**src/rtl/nfa_pkg.sv**
```systemverilog
// shared constants and control/status types for the next-fit id allocator
`default_nettype none

package nfa_pkg;

  // id pool
  localparam int unsigned MAX_ID   = 1023;
  localparam int unsigned ID_W     = 10;
  localparam int unsigned OP_W     = 2;
  localparam int unsigned ST_W     = 2;

  // used map organized as rows of bits
  localparam int unsigned WORD_W   = 32;
  localparam int unsigned BIT_W    = $clog2(WORD_W);
  localparam int unsigned WORD_CNT = (MAX_ID + 1) / WORD_W;
  localparam int unsigned ADDR_W   = $clog2(WORD_CNT);
  localparam int unsigned CNT_W    = $clog2(MAX_ID + 1);

  // stream payload widths
  localparam int unsigned S_DATA_W = 16;
  localparam int unsigned M_DATA_W = 16;

  // op codes
  localparam logic [OP_W-1:0] OP_ALLOC   = 2'd0;
  localparam logic [OP_W-1:0] OP_RELEASE = 2'd1;
  localparam logic [OP_W-1:0] OP_QUERY   = 2'd2;

  // status codes
  localparam logic [ST_W-1:0] ST_OK    = 2'd0;
  localparam logic [ST_W-1:0] ST_NO    = 2'd1;
  localparam logic [ST_W-1:0] ST_RANGE = 2'd2;

  // controller to datapath
  typedef struct packed {
    logic load_item;
    logic rd_scan;
    logic rd_item;
    logic scan_step;
    logic commit;
    logic set_res;
    logic out_load;
  } cmd_t;

  // datapath to controller
  typedef struct packed {
    logic is_alloc;
    logic is_lookup;
    logic in_range;
    logic pool_full;
    logic hit;
    logic out_free;
  } stat_t;

endpackage

`default_nettype wire

```
**src/rtl/next_fit_id_allocator_top.sv**
```systemverilog
// Next-fit id allocator: hands out ids 1..1023, frees and looks them up.
// Input stream: one item per request, op (allocate, release, query) and id.
// Output stream: exactly one item per request, result id and status.
// The used map sits in a 32-row by 32-bit memory with one valid bit per row;
// an allocate reads one row per cycle from the row of the id after the last
// grant and priority-encodes the first free bit, wrapping past the top id to 1.
// Release and query go through the decide, item and done states; an allocate
// goes through decide, one scan step per row read (1 to 33) and done, the
// shortest when the row of the id after the last grant has room. A full pool,
// an id out of range or an unknown op goes from decide straight to done. The
// row scan sets the pace: one item at a time, none taken before the last is
// through; the next item is accepted once the previous result is in the output
// register, so a waiting result does not hold off the next request.
// When the receiver stalls, the finished result waits in the result register
// until the output register frees, and the input is held off meanwhile.
// Reset clears every row valid bit, the last grant and the use count at once,
// so all ids are free and the block takes items on the first cycle after it.
`default_nettype none

module next_fit_id_allocator_top (
  input  wire logic                          clk_i,
  input  wire logic                          rst_ni,
  input  wire logic                          s_axis_tvalid,
  output logic                               s_axis_tready,
  // [1:0] op, [11:2] id, [15:12] zero
  input  wire logic [nfa_pkg::S_DATA_W-1:0]  s_axis_tdata,
  output logic                               m_axis_tvalid,
  input  wire logic                          m_axis_tready,
  // [9:0] result_id, [11:10] status, [15:12] zero
  output logic      [nfa_pkg::M_DATA_W-1:0]  m_axis_tdata
);
  import nfa_pkg::*;

  cmd_t  cmd;
  stat_t stat;

  // sequencing
  nfa_ctrl u_ctrl (
    .clk_i         (clk_i),
    .rst_ni        (rst_ni),
    .s_axis_tvalid (s_axis_tvalid),
    .s_axis_tready (s_axis_tready),
    .stat_i        (stat),
    .cmd_o         (cmd)
  );

  // map, search and output
  nfa_dp u_dp (
    .clk_i         (clk_i),
    .rst_ni        (rst_ni),
    .s_axis_tdata  (s_axis_tdata),
    .m_axis_tvalid (m_axis_tvalid),
    .m_axis_tready (m_axis_tready),
    .m_axis_tdata  (m_axis_tdata),
    .cmd_i         (cmd),
    .stat_o        (stat)
  );

endmodule

`default_nettype wire

```
**src/rtl/nfa_ctrl.sv**
```systemverilog
// sequencing state machine of the id allocator
`default_nettype none

module nfa_ctrl (
  input  wire logic          clk_i,
  input  wire logic          rst_ni,
  input  wire logic          s_axis_tvalid,
  output logic               s_axis_tready,
  input  wire nfa_pkg::stat_t stat_i,
  output nfa_pkg::cmd_t      cmd_o
);
  import nfa_pkg::*;

  localparam logic [2:0] S_IDLE      = 3'd0;
  localparam logic [2:0] S_DECIDE    = 3'd1;
  localparam logic [2:0] S_EVAL_SCAN = 3'd2;
  localparam logic [2:0] S_EVAL_ITEM = 3'd3;
  localparam logic [2:0] S_DONE      = 3'd4;

  logic [2:0] state_q, state_d;

  // next state and commands
  always_comb begin
    state_d       = state_q;
    cmd_o         = '0;
    s_axis_tready = 1'b0;
    unique case (state_q)
      S_IDLE: begin
        s_axis_tready = 1'b1;
        if (s_axis_tvalid) begin
          cmd_o.load_item = 1'b1;
          state_d         = S_DECIDE;
        end
      end
      S_DECIDE: begin
        if (stat_i.is_alloc && !stat_i.pool_full) begin
          cmd_o.rd_scan = 1'b1;
          state_d       = S_EVAL_SCAN;
        end else if (stat_i.is_lookup && stat_i.in_range) begin
          cmd_o.rd_item = 1'b1;
          state_d       = S_EVAL_ITEM;
        end else begin
          cmd_o.set_res = 1'b1;
          state_d       = S_DONE;
        end
      end
      S_EVAL_SCAN: begin
        if (stat_i.hit) begin
          cmd_o.commit  = 1'b1;
          cmd_o.set_res = 1'b1;
          state_d       = S_DONE;
        end else begin
          cmd_o.scan_step = 1'b1;
          cmd_o.rd_scan   = 1'b1;
        end
      end
      S_EVAL_ITEM: begin
        cmd_o.commit  = 1'b1;
        cmd_o.set_res = 1'b1;
        state_d       = S_DONE;
      end
      S_DONE: begin
        if (stat_i.out_free) begin
          cmd_o.out_load = 1'b1;
          state_d        = S_IDLE;
        end
      end
      default: begin
        state_d = S_IDLE;
      end
    endcase
  end

  // state register
  always_ff @(posedge clk_i or negedge rst_ni) begin
    if (!rst_ni) begin
      state_q <= S_IDLE;
    end else begin
      state_q <= state_d;
    end
  end

endmodule

`default_nettype wire

```
**src/rtl/nfa_dp.sv**
```systemverilog
// used-map memory, search logic, counters and output register of the id allocator
`default_nettype none

module nfa_dp (
  input  wire logic                           clk_i,
  input  wire logic                           rst_ni,
  input  wire logic [nfa_pkg::S_DATA_W-1:0]   s_axis_tdata,
  output logic                                m_axis_tvalid,
  input  wire logic                           m_axis_tready,
  output logic      [nfa_pkg::M_DATA_W-1:0]   m_axis_tdata,
  input  wire nfa_pkg::cmd_t                  cmd_i,
  output nfa_pkg::stat_t                      stat_o
);
  import nfa_pkg::*;

  // used map rows, a row not yet written reads as all free
  logic [WORD_W-1:0]   used_mem [WORD_CNT];
  logic [WORD_CNT-1:0] row_vld_q;
  logic [WORD_W-1:0]   rd_data_q;
  logic [ADDR_W-1:0]   rd_addr_q;

  logic [OP_W-1:0]     op_q;
  logic [ID_W-1:0]     id_q;
  logic [ID_W-1:0]     last_q;
  logic [CNT_W-1:0]    cnt_q;
  logic [ADDR_W-1:0]   scan_addr_q;
  logic                first_q;
  logic [ID_W-1:0]     res_id_q;
  logic [ST_W-1:0]     res_st_q;
  logic                m_vld_q;
  logic [M_DATA_W-1:0] m_data_q;

  logic [ID_W-1:0]     start_id;
  logic [ADDR_W-1:0]   scan_addr_d;
  logic [ADDR_W-1:0]   rd_addr;
  logic [WORD_W-1:0]   word_val;
  logic [WORD_W-1:0]   free_vec;
  logic [BIT_W-1:0]    pos;
  logic                hit;
  logic [BIT_W-1:0]    item_bit_idx;
  logic                item_bit;
  logic                is_alloc, is_rel, is_query, in_range, pool_full;
  logic                wr_en;
  logic [WORD_W-1:0]   wr_data;
  logic [ID_W-1:0]     res_id_d;
  logic [ST_W-1:0]     res_st_d;

  // item decode
  assign is_alloc  = (op_q == OP_ALLOC);
  assign is_rel    = (op_q == OP_RELEASE);
  assign is_query  = (op_q == OP_QUERY);
  assign in_range  = (id_q != '0) && ({1'b0, id_q} <= (ID_W + 1)'(MAX_ID));
  assign pool_full = (cnt_q >= CNT_W'(MAX_ID));

  // search starts just after the last granted id, wrapping to 1
  assign start_id = (last_q >= ID_W'(MAX_ID)) ? ID_W'(1) : last_q + ID_W'(1);

  // read address: next scan row or the row of the item id
  assign scan_addr_d = cmd_i.scan_step ? scan_addr_q + ADDR_W'(1) : scan_addr_q;
  assign rd_addr     = cmd_i.rd_item ? id_q[ID_W-1:BIT_W] : scan_addr_d;

  // row under evaluation
  assign word_val = row_vld_q[rd_addr_q] ? rd_data_q : '0;

  // free bits, skipping ids below the start on the first row and id zero
  always_comb begin
    free_vec = ~word_val;
    if (first_q) begin
      free_vec = free_vec & ({WORD_W{1'b1}} << start_id[BIT_W-1:0]);
    end
    if (rd_addr_q == '0) begin
      free_vec[0] = 1'b0;
    end
  end

  // lowest free bit
  always_comb begin
    pos = '0;
    for (int i = WORD_W - 1; i >= 0; i--) begin
      if (free_vec[i]) begin
        pos = BIT_W'(i);
      end
    end
  end
  assign hit = |free_vec;

  assign item_bit_idx = id_q[BIT_W-1:0];
  assign item_bit     = word_val[item_bit_idx];

  // write back on grant or on release of a used id
  assign wr_en   = cmd_i.commit && (is_alloc || (is_rel && item_bit));
  assign wr_data = is_alloc ? (word_val | (WORD_W'(1) << pos))
                            : (word_val & ~(WORD_W'(1) << item_bit_idx));

  // result of the item
  always_comb begin
    res_id_d = id_q;
    res_st_d = ST_RANGE;
    if (is_alloc) begin
      if (pool_full) begin
        res_id_d = '0;
        res_st_d = ST_NO;
      end else begin
        res_id_d = {rd_addr_q, pos};
        res_st_d = ST_OK;
      end
    end else if ((is_rel || is_query) && in_range) begin
      res_st_d = item_bit ? ST_OK : ST_NO;
    end
  end

  // memory port
  always_ff @(posedge clk_i) begin
    if (wr_en) begin
      used_mem[rd_addr_q] <= wr_data;
    end
    if (cmd_i.rd_scan || cmd_i.rd_item) begin
      rd_data_q <= used_mem[rd_addr];
    end
  end

  // payload registers
  always_ff @(posedge clk_i) begin
    if (cmd_i.load_item) begin
      op_q <= s_axis_tdata[OP_W-1:0];
      id_q <= s_axis_tdata[OP_W+ID_W-1:OP_W];
    end
    if (cmd_i.rd_scan || cmd_i.rd_item) begin
      rd_addr_q <= rd_addr;
    end
    if (cmd_i.set_res) begin
      res_id_q <= res_id_d;
      res_st_q <= res_st_d;
    end
    if (cmd_i.out_load) begin
      m_data_q <= M_DATA_W'({res_st_q, res_id_q});
    end
  end

  // scan position
  always_ff @(posedge clk_i) begin
    if (cmd_i.load_item) begin
      scan_addr_q <= start_id[ID_W-1:BIT_W];
      first_q     <= 1'b1;
    end else if (cmd_i.scan_step) begin
      scan_addr_q <= scan_addr_d;
      first_q     <= 1'b0;
    end
  end

  // control state: row valid bits, last grant, use count, output valid
  always_ff @(posedge clk_i or negedge rst_ni) begin
    if (!rst_ni) begin
      row_vld_q <= '0;
      last_q    <= '0;
      cnt_q     <= '0;
      m_vld_q   <= 1'b0;
    end else begin
      if (wr_en) begin
        row_vld_q[rd_addr_q] <= 1'b1;
        if (is_alloc) begin
          last_q <= {rd_addr_q, pos};
          cnt_q  <= cnt_q + CNT_W'(1);
        end else begin
          cnt_q  <= cnt_q - CNT_W'(1);
        end
      end
      if (cmd_i.out_load) begin
        m_vld_q <= 1'b1;
      end else if (m_axis_tready) begin
        m_vld_q <= 1'b0;
      end
    end
  end

  assign m_axis_tvalid = m_vld_q;
  assign m_axis_tdata  = m_data_q;

  // status to the controller
  assign stat_o.is_alloc  = is_alloc;
  assign stat_o.is_lookup = is_rel || is_query;
  assign stat_o.in_range  = in_range;
  assign stat_o.pool_full = pool_full;
  assign stat_o.hit       = hit;
  assign stat_o.out_free  = !m_vld_q || m_axis_tready;

endmodule

`default_nettype wire

```
**config.mk**
```make
export PLATFORM = sky130hd
export DESIGN_NAME = next_fit_id_allocator_top
export DESIGN_NICKNAME = d
export VERILOG_FILES = /design/src/rtl/nfa_pkg.sv /design/src/rtl/next_fit_id_allocator_top.sv /design/src/rtl/nfa_ctrl.sv /design/src/rtl/nfa_dp.sv
export SDC_FILE = /design/constraint.sdc
export NUM_CORES = 2
export LEC_CHECK = 0
export BUFFER_PORTS_ARGS = -buffer_cell sky130_fd_sc_hd__buf_2
export CORE_MARGIN = 2
export CORE_UTILIZATION = 67
export DETAILED_ROUTE_END_ITERATION = 10
export MAX_ROUTING_LAYER = met4
export PLACE_DENSITY = 0.84
export SYNTH_ARGS = -nofsm -noshare
export SYNTH_HDL_FRONTEND = slang
export SYNTH_SLANG_ARGS = --single-unit
```
**constraint.sdc**
```tcl
create_clock -name clk_i -period 8.75 [get_ports clk_i]
set_input_delay 0.875 -clock clk_i [delete_from_list [all_inputs] [get_ports clk_i]]
set_output_delay 0.875 -clock clk_i [all_outputs]
set_load 0.05 [all_outputs]
```
# [After elaboration in Yosys (flattened, before gate mapping)]
# Memories as Yosys holds them, arrays and structs flattened. A register that Yosys moved wholly into a read port is not among the register bits.
# Index checks and enable logic that the tools add are counted.
[totals] reg_bits=103 latch_bits=0 mem_bits_rw=1024 romBits=0 inputBits=20 out_inout_bits=18 wordCells=142 mem_count=1
[op_classes] n_addsub=4 n_mul=0 n_div=0 magnitude_cmp=5 eq_ne=9 shift=3 n_mux=81 bitwise_logic=6 reduce_logical=20
[mem_list] memory="u_dp.used_mem" words=32 width=32 rd=1 rd_ports_with_merged_regs=1 write_ports=1 line_no="nfa_dp.sv:17" text="logic [WORD_W-1:0] used_mem [WORD_CNT];"
[ops] operator="$mux 5" count=36
[ops] operator="$mux 32" count=3
[ops] operator="$and 32x32->32" count=2
[ops] operator="$not 32->32" count=2
[ops] operator="$or 32x32->32" count=2
[ops] operator="$shl 1x5->32 const A" count=2
[ops] operator="$mux 10" count=4
[ops] operator="$reduce_or 32->1" count=1
[ops] operator="$shl 32x5->32 const A" count=1
[ops] operator="$mux 1" count=23
[ops] operator="$add 10x1->10 const B" count=2
[ops] operator="$ge 10x10->1 const B" count=2
[ops] operator="$mux 3" count=5
[ops] operator="$pmux 3 s5" count=1
[ops] operator="$lt 5x6->1 const B" count=2
[ops] operator="$bmux 1 s5" count=2
[ops] operator="$reduce_bool 10->1" count=1
[ops] operator="$sub 10x1->10 const B" count=1
[ops] operator="$eq 3x2->1 const B" count=2
[ops] operator="$mux 2" count=3
[ops] operator="$add 5x1->5 const B" count=1
[ops] operator="$demux 1 s5" count=1
[ops] operator="$ge 5x1->1 const B" count=1
[ops] operator="$logic_and 1x1->1" count=5
[ops] operator="16 further kinds" count=23

# [Logic depth before layout (Yosys ltp)]
[logic_depth] ltp_word=41 depth_mapped=21 depth_no_buf=15

# [By module]
# A second synthesis with hierarchy kept.
[unflattened] hier_cells=2371 area_unflattened_um2=46910.0
[modules_own_cells] module="nfa_dp" n_inst=1 cells_per_inst=2345 area_per_inst_um2=46694.8 seq_area_each_um2=34438.0
[modules_own_cells] module="nfa_ctrl" n_inst=1 cells_per_inst=26 area_per_inst_um2=215.2 seq_area_each_um2=75.1

# [Worst setup path before layout]
# No wires, ideal clock.
[synth_timing] path_type="reg2reg" startpoint="register u_dp.last_q[0]" endpoint="memory u_dp.used_mem[20][0], enable pin" setup_ns=0.422 arrival_time_ns=5.008 t_required_ns=8.328 path_slack_ns=3.320 path_stages_with_launch=18 path_buffers=5 synth_period_minus_slack_ns=5.430 cell_sequence="dfrtp_1 ha_1 buf_2 and3_1 buf_4 xor2_2 or4_1 a211oi_1 a31oi_1 and4b_1 buf_6 nand2_2 nor3_1 or3_1 buf_2 or3_1 buf_2 nor2_1"
[synth_between] elab_chain_len=12 word_cells_on_any_way=13 classes_between="add/sub: 1; order compare: 1; shift: 1; mux: 7; bitwise: 1; reduce/logical: 2"
[synth_rtl] item="start, declared" line_no="nfa_dp.sv:24" text="logic [ID_W-1:0] last_q;"
[synth_rtl] item="start signal, assigned" line_no="nfa_dp.sv:162" text="last_q <= {rd_addr_q, pos};"
[synth_rtl] item="$add 10x1->10 or $ge 10x10->1 (tied branches)" line_no="nfa_dp.sv:56" text="assign start_id = (last_q >= ID_W'(MAX_ID)) ? ID_W'(1) : last_q + ID_W'(1);"
[synth_rtl] item="$mux 10 (*)" line_no="nfa_dp.sv:56"
[synth_rtl] item="$shl 32x5->32 (*)" line_no="nfa_dp.sv:69" text="free_vec = free_vec & ({WORD_W{1'b1}} << start_id[BIT_W-1:0]);"
[synth_rtl] item="$and 32x32->32 (*)" line_no="nfa_dp.sv:69"
[synth_rtl] item="$mux 32 (*)" line_no="nfa_dp.sv:68" text="if (first_q) begin"
[synth_rtl] item="$mux 1" line_no="nfa_dp.sv:71" text="if (rd_addr_q == '0) begin"
[synth_rtl] item="$reduce_or 32->1 (*)" line_no="nfa_dp.sv:85" text="assign hit = |free_vec;"
[synth_rtl] item="$mux 2 (*)" line_no="nfa_ctrl.sv:48" text="if (stat_i.hit) begin"
[synth_rtl] item="$pmux 1 s2 (*)" line_no="nfa_ctrl.sv:27" text="unique case (state_q)"
[synth_rtl] item="$logic_and 1x1->1 (*)" line_no="nfa_dp.sv:91" text="assign wr_en = cmd_i.commit && (is_alloc || (is_rel && item_bit));"
[synth_rtl] item="$mux 1 (*)" line_no="nfa_dp.sv:114" text="if (wr_en) begin"
[synth_rtl] item="$mux 1 (not written as such) (*)" line_no="nfa_dp.sv:115" text="used_mem[rd_addr_q] <= wr_data;"
[synth_rtl] item="end, declared" line_no="nfa_dp.sv:17"
# Every way passes the cells marked *; elsewhere a longest branch is shown, timed or not.

# [Worst setup path in the final report]
[layout_timing] startpoint="register u_dp.rd_addr_q[0]" endpoint="memory u_dp.used_mem[2][3], enable pin"
[layout_between] elab_chain_len=13 word_cells_on_any_way=18 classes_between="mux: 11; bitwise: 2; reduce/logical: 5"
[layout_rtl] item="start, declared" line_no="nfa_dp.sv:20" text="logic [ADDR_W-1:0] rd_addr_q;"
[layout_rtl] item="start signal, assigned" line_no="nfa_dp.sv:129" text="rd_addr_q <= rd_addr;"
[layout_rtl] item="$bmux 1 s5" line_no="nfa_dp.sv:63" text="assign word_val = row_vld_q[rd_addr_q] ? rd_data_q : '0;"
[layout_rtl] item="$mux 1 (not written as such)" line_no="nfa_dp.sv:63"
[layout_rtl] item="$mux 32" line_no="nfa_dp.sv:63"
[layout_rtl] item="$not 32->32" line_no="nfa_dp.sv:67" text="free_vec = ~word_val;"
[layout_rtl] item="$and 32x32->32" line_no="nfa_dp.sv:69"
[layout_rtl] item="$mux 32" line_no="nfa_dp.sv:68"
[layout_rtl] item="$mux 1" line_no="nfa_dp.sv:71"
[layout_rtl] item="$reduce_or 32->1" line_no="nfa_dp.sv:85"
[layout_rtl] item="$mux 2" line_no="nfa_ctrl.sv:48"
[layout_rtl] item="$pmux 1 s2" line_no="nfa_ctrl.sv:27"
[layout_rtl] item="$logic_and 1x1->1" line_no="nfa_dp.sv:91"
[layout_rtl] item="$mux 1" line_no="nfa_dp.sv:114"
[layout_rtl] item="$mux 1 (not written as such)" line_no="nfa_dp.sv:115"
# Several ways; a longest one is shown, not always the timed one. The select of a mux whose other input is x is not followed.

==> impl_metrics.csv <==
group,metric,value,unit
outcome,run_status,"finished, final reports clean",
final_layout,final_cell_mix,"edfxtp_1, nand2_1, mux2i_1, nand3_1, a21oi_1",
timing,fin_skew,0.0448,ns
setup_path,slowest_stage,"nor2_4",
clocking,cts_max_level,3,
clocking,post_cts_resize_count,0,
setup_path,path_class,"reg2reg",
setup_path,slowest_delay,1.00,ns
place,dp_slack,2.02,ns
grt,grtUsageTotal,36.3,%
final_layout,drive_gt1_share,11.2,%
timing,fin_ws,1.96,ns
setup_path,path_delay_family,"simple AND/OR/NAND/NOR gates",
timing,post-route-period-util,77.6,%
setup_path,rr_startpoint,"u_dp.rd_addr_q[0]",
logic_synthesis,ys.flop_type,"edfxtp_1",
die,die_area,0.0741,mm²
die,core,0.0714,mm²
logic_synthesis,netlist_top_cells_area,"edfxtp_1, mux2i_1, nand2_1",
routing,routed_via_density,7.00,
timing,max_freq,0.147,GHz
timing,maxSlewViolCount,0,
routing,drt_first_pass_iters,6,
logic_synthesis,yosys_warnings,0,
logic_synthesis,syn_area_per_cell,14.2,µm²
timing,rsz0062_at_grt,"no",
logic_synthesis,ys_ff_latch,1159,
timing,fin_crit,6.79,ns
setup_path,cp_cell_sequence,"mux4_2, a22o_2, or2_1, o21ai_1, a31oi_1, and4b_1, nand2_2, nor3_1, or3_1, or3b_1, nor2_4, buf_4",
logic_synthesis,yosysTopAreaCellShare,68.6,%
setup_path,r2r_end,"u_dp.used_mem[2][3]",
final_layout,final_common_cell,"edfxtp_1",
setup_path,crit_arrival,7.15,ns
setup_path,crit_required,9.11,ns
routing,antenna_left,0,
setup_path,endpoint_kind,"flop",
clocking,insertion_delay,0.70,ns
die,start_util,67.6,%
grt,grt_antenna_before_repair,2,
timing,worstMarginPinSlew,1.33,ns
die,dieHeight,272,µm
routing,post_drt_wl_per_cell,29.3,µm
routing,wl,131000,µm
final_layout,stdcell_area,0.0531,mm²
clocking,root_buffer,"clkbuf_16",
flow_run,maxCapViolCount,0,
power,ir_drop,0.310,mV
logic_synthesis,synth_edf_count,1102,
routing,drcViolationCount,0,
setup_path,setup.worst_path.end,"u_dp.used_mem[2][3]",
logic_synthesis,syn_area,0.0482,mm²
setup_path,critPathMaxFanout,21,
clocking,clock-sinks,1159,
grt,grt_pass1_vias,30400,
clocking,post-cts-setup-buffers,0,
place,dpl_cell_area,0.0496,mm²
die,io_pins,38,
place,portBuffers,29,
hold_path,worstHoldPathType,"in2async",
power,p_per_area,321,mW/mm²
grt,grt_pass1_wl,191000,µm
power,p_leak,0.0190,µW
logic_synthesis,synth_cell_types,101,
clocking,numCtsBuffers,108,
setup_path,path_depth,12,
setup_path,reg2regPathDepth,12,
die,die_x,272,µm
place,gp_congestion,0.950,
clocking,ctsHoldBuffers,0,
clocking,clk_path_buf_depth,3,
final_layout,fin_nets,3450,
place,dp_hpwl,74200,µm
setup_path,path_buf_inv,1,
clocking,clkSlewWorstSetupHoldPaths,0.06,ns
timing,hold_viol,0,
logic_synthesis,synth_largest_area_cell,"edfxtp_1",
power,p_total,17100,µW
routing,via_count,31200,
setup_path,r2r_setup_slack,1.96,ns
logic_synthesis,seq_area_frac_synth,71.6,%
final_layout,syn_to_final_growth,10.0,%
setup_path,critPathLaunch,"u_dp.rd_addr_q[0]",
logic_synthesis,ys_async_sr_fraction,4.83,%
setup_path,start_kind,"flop",
clocking,cts_tree,"yes",
grt,grt_overflow_total,0,
timing,relSlewSlack,11.5,%
grt,grt_max_degree,197,
routing,drt_iter0_drc,4878,
logic_synthesis,synthCells,3402,
die,rows,98,
timing,tns,0,ns
timing,setup_viol,0,
-- cell families after synthesis --
group                      Yosys count  synth area share, %
xor gates and xnor gates            23                0.449
adders and majority gates           13                0.353
AOI/OAI and AO/OA                  544                 8.06
buffers and inverters              236                 2.41
and+or+nand+nor                   1137                 10.7
muxes                              289                 6.46
DFF                               1159                 71.6
other                                1              0.00778
-- worst min path at each step --
stage,cells after the start,end,slack (ns)
6_report,2,u_dp.m_axis_tvalid,0.33
3_3_place_gp,0,u_dp.m_axis_tdata[8],0.41
3_5_place_dp,0,u_dp.m_axis_tdata[8],0.40
5_1_grt,1,u_dp.id_q[8],0.33
2_1_floorplan,0,u_dp.m_axis_tdata[0],0.40
4_1_cts,1,u_dp.id_q[8],0.33
-- layout make-up --
cell class                      count  area, µm²
Sequential cell                  1159      34500
Fill cell                        4035      18300
Multi-Input combinational cell   2010      12900
Clock buffer                      141       2920
Tap cell                          950       1190
Timing Repair Buffer              123        951
Clock inverter                     55        544
Inverter                           15       71.3
Antenna cell                        2       5.00
-- where the power goes --
group	leakage, µW	internal [µW]	switching [µW]
registers	0.0110	6720	350
logic	0.00630	1670	3680
clock network	0.00167	2590	2040
-- cells in the mapped netlist (5+ instances only) --
| library cell | instances |
|---|---|
| ha_1 | 12 |
| mux2_2 | 8 |
| o21ai_0 | 37 |
| a22o_1 | 8 |
| nand3_1 | 202 |
| o21ai_1 | 5 |
| or3_1 | 9 |
| a21oi_1 | 177 |
| a22oi_1 | 80 |
| nand4_1 | 46 |
| buf_4 | 20 |
| or2_2 | 12 |
| buf_1 | 15 |
| inv_1 | 12 |
| o21a_1 | 8 |
| buf_6 | 11 |
| nor4_1 | 5 |
| mux2i_1 | 263 |
| o31ai_1 | 5 |
| o21bai_1 | 5 |
| and2_1 | 9 |
| a21o_1 | 8 |
| a32oi_1 | 126 |
| or2_1 | 23 |
| xnor2_1 | 14 |
| and3_1 | 12 |
| a32o_1 | 16 |
| nand2_1 | 661 |
| nor2_2 | 12 |
| o22ai_1 | 6 |
| nand2b_1 | 12 |
| buf_2 | 81 |
| nor2b_1 | 8 |
| a211oi_1 | 5 |
| edfxtp_1 | 1102 |
| xor2_1 | 7 |
| a31oi_1 | 8 |
| nor2_1 | 69 |
| nand3b_1 | 5 |
| clkbuf_1 | 90 |
| nor3_1 | 20 |
| mux4_2 | 17 |
| dfrtp_1 | 56 |
-- registers in the layout, summed over array words and instances (netlist names) --
name and count:
u_dp.m_axis_tdata 12, u_dp.id_q 10, u_dp.first_q 1, u_dp.res_st_q 2, u_dp.last_q 10, u_dp.rd_addr_q 5
u_dp.used_mem 1024, u_dp.op_q 2, u_ctrl.state_q 3, u_dp.m_axis_tvalid 1, u_dp.scan_addr_q 5, u_dp.res_id_q 10
u_dp.cnt_q 10, u_dp.rd_data_q 32, u_dp.row_vld_q 32
-- worst register-to-register path, cell delays in order (launching register included) --
cell and delay [ns]:
edfxtp_1 0.98, mux4_2 0.61, a22o_2 0.34, or2_1 0.44
o21ai_1 0.34, a31oi_1 0.20, and4b_1 0.40, nand2_2 0.12
nor3_1 0.07, or3_1 0.72, or3b_1 0.80, nor2_4 1.00
buf_4 0.44
-- per-stage QoR --
step	hold slack (ns)	cells	util (%)
finish	0.325	4455	74.3
global route	0.326	4454	74.3
CTS	0.326	4453	74.3
detailed placement	0.405	4257	69.5
global placement	0.408	4257	69.5
floorplan	0.400	3405	-
-- layer usage --
layer	up-vias	share of wire (%)	global-route usage, %
met5	-	0	-
met4	0	5.4	17.0
met3	466	12	6.74
met2	2438	47	55.1
met1	15300	36	48.2
li1	13000	-	-
No activity file was read; power rests on OpenSTA's default activity.
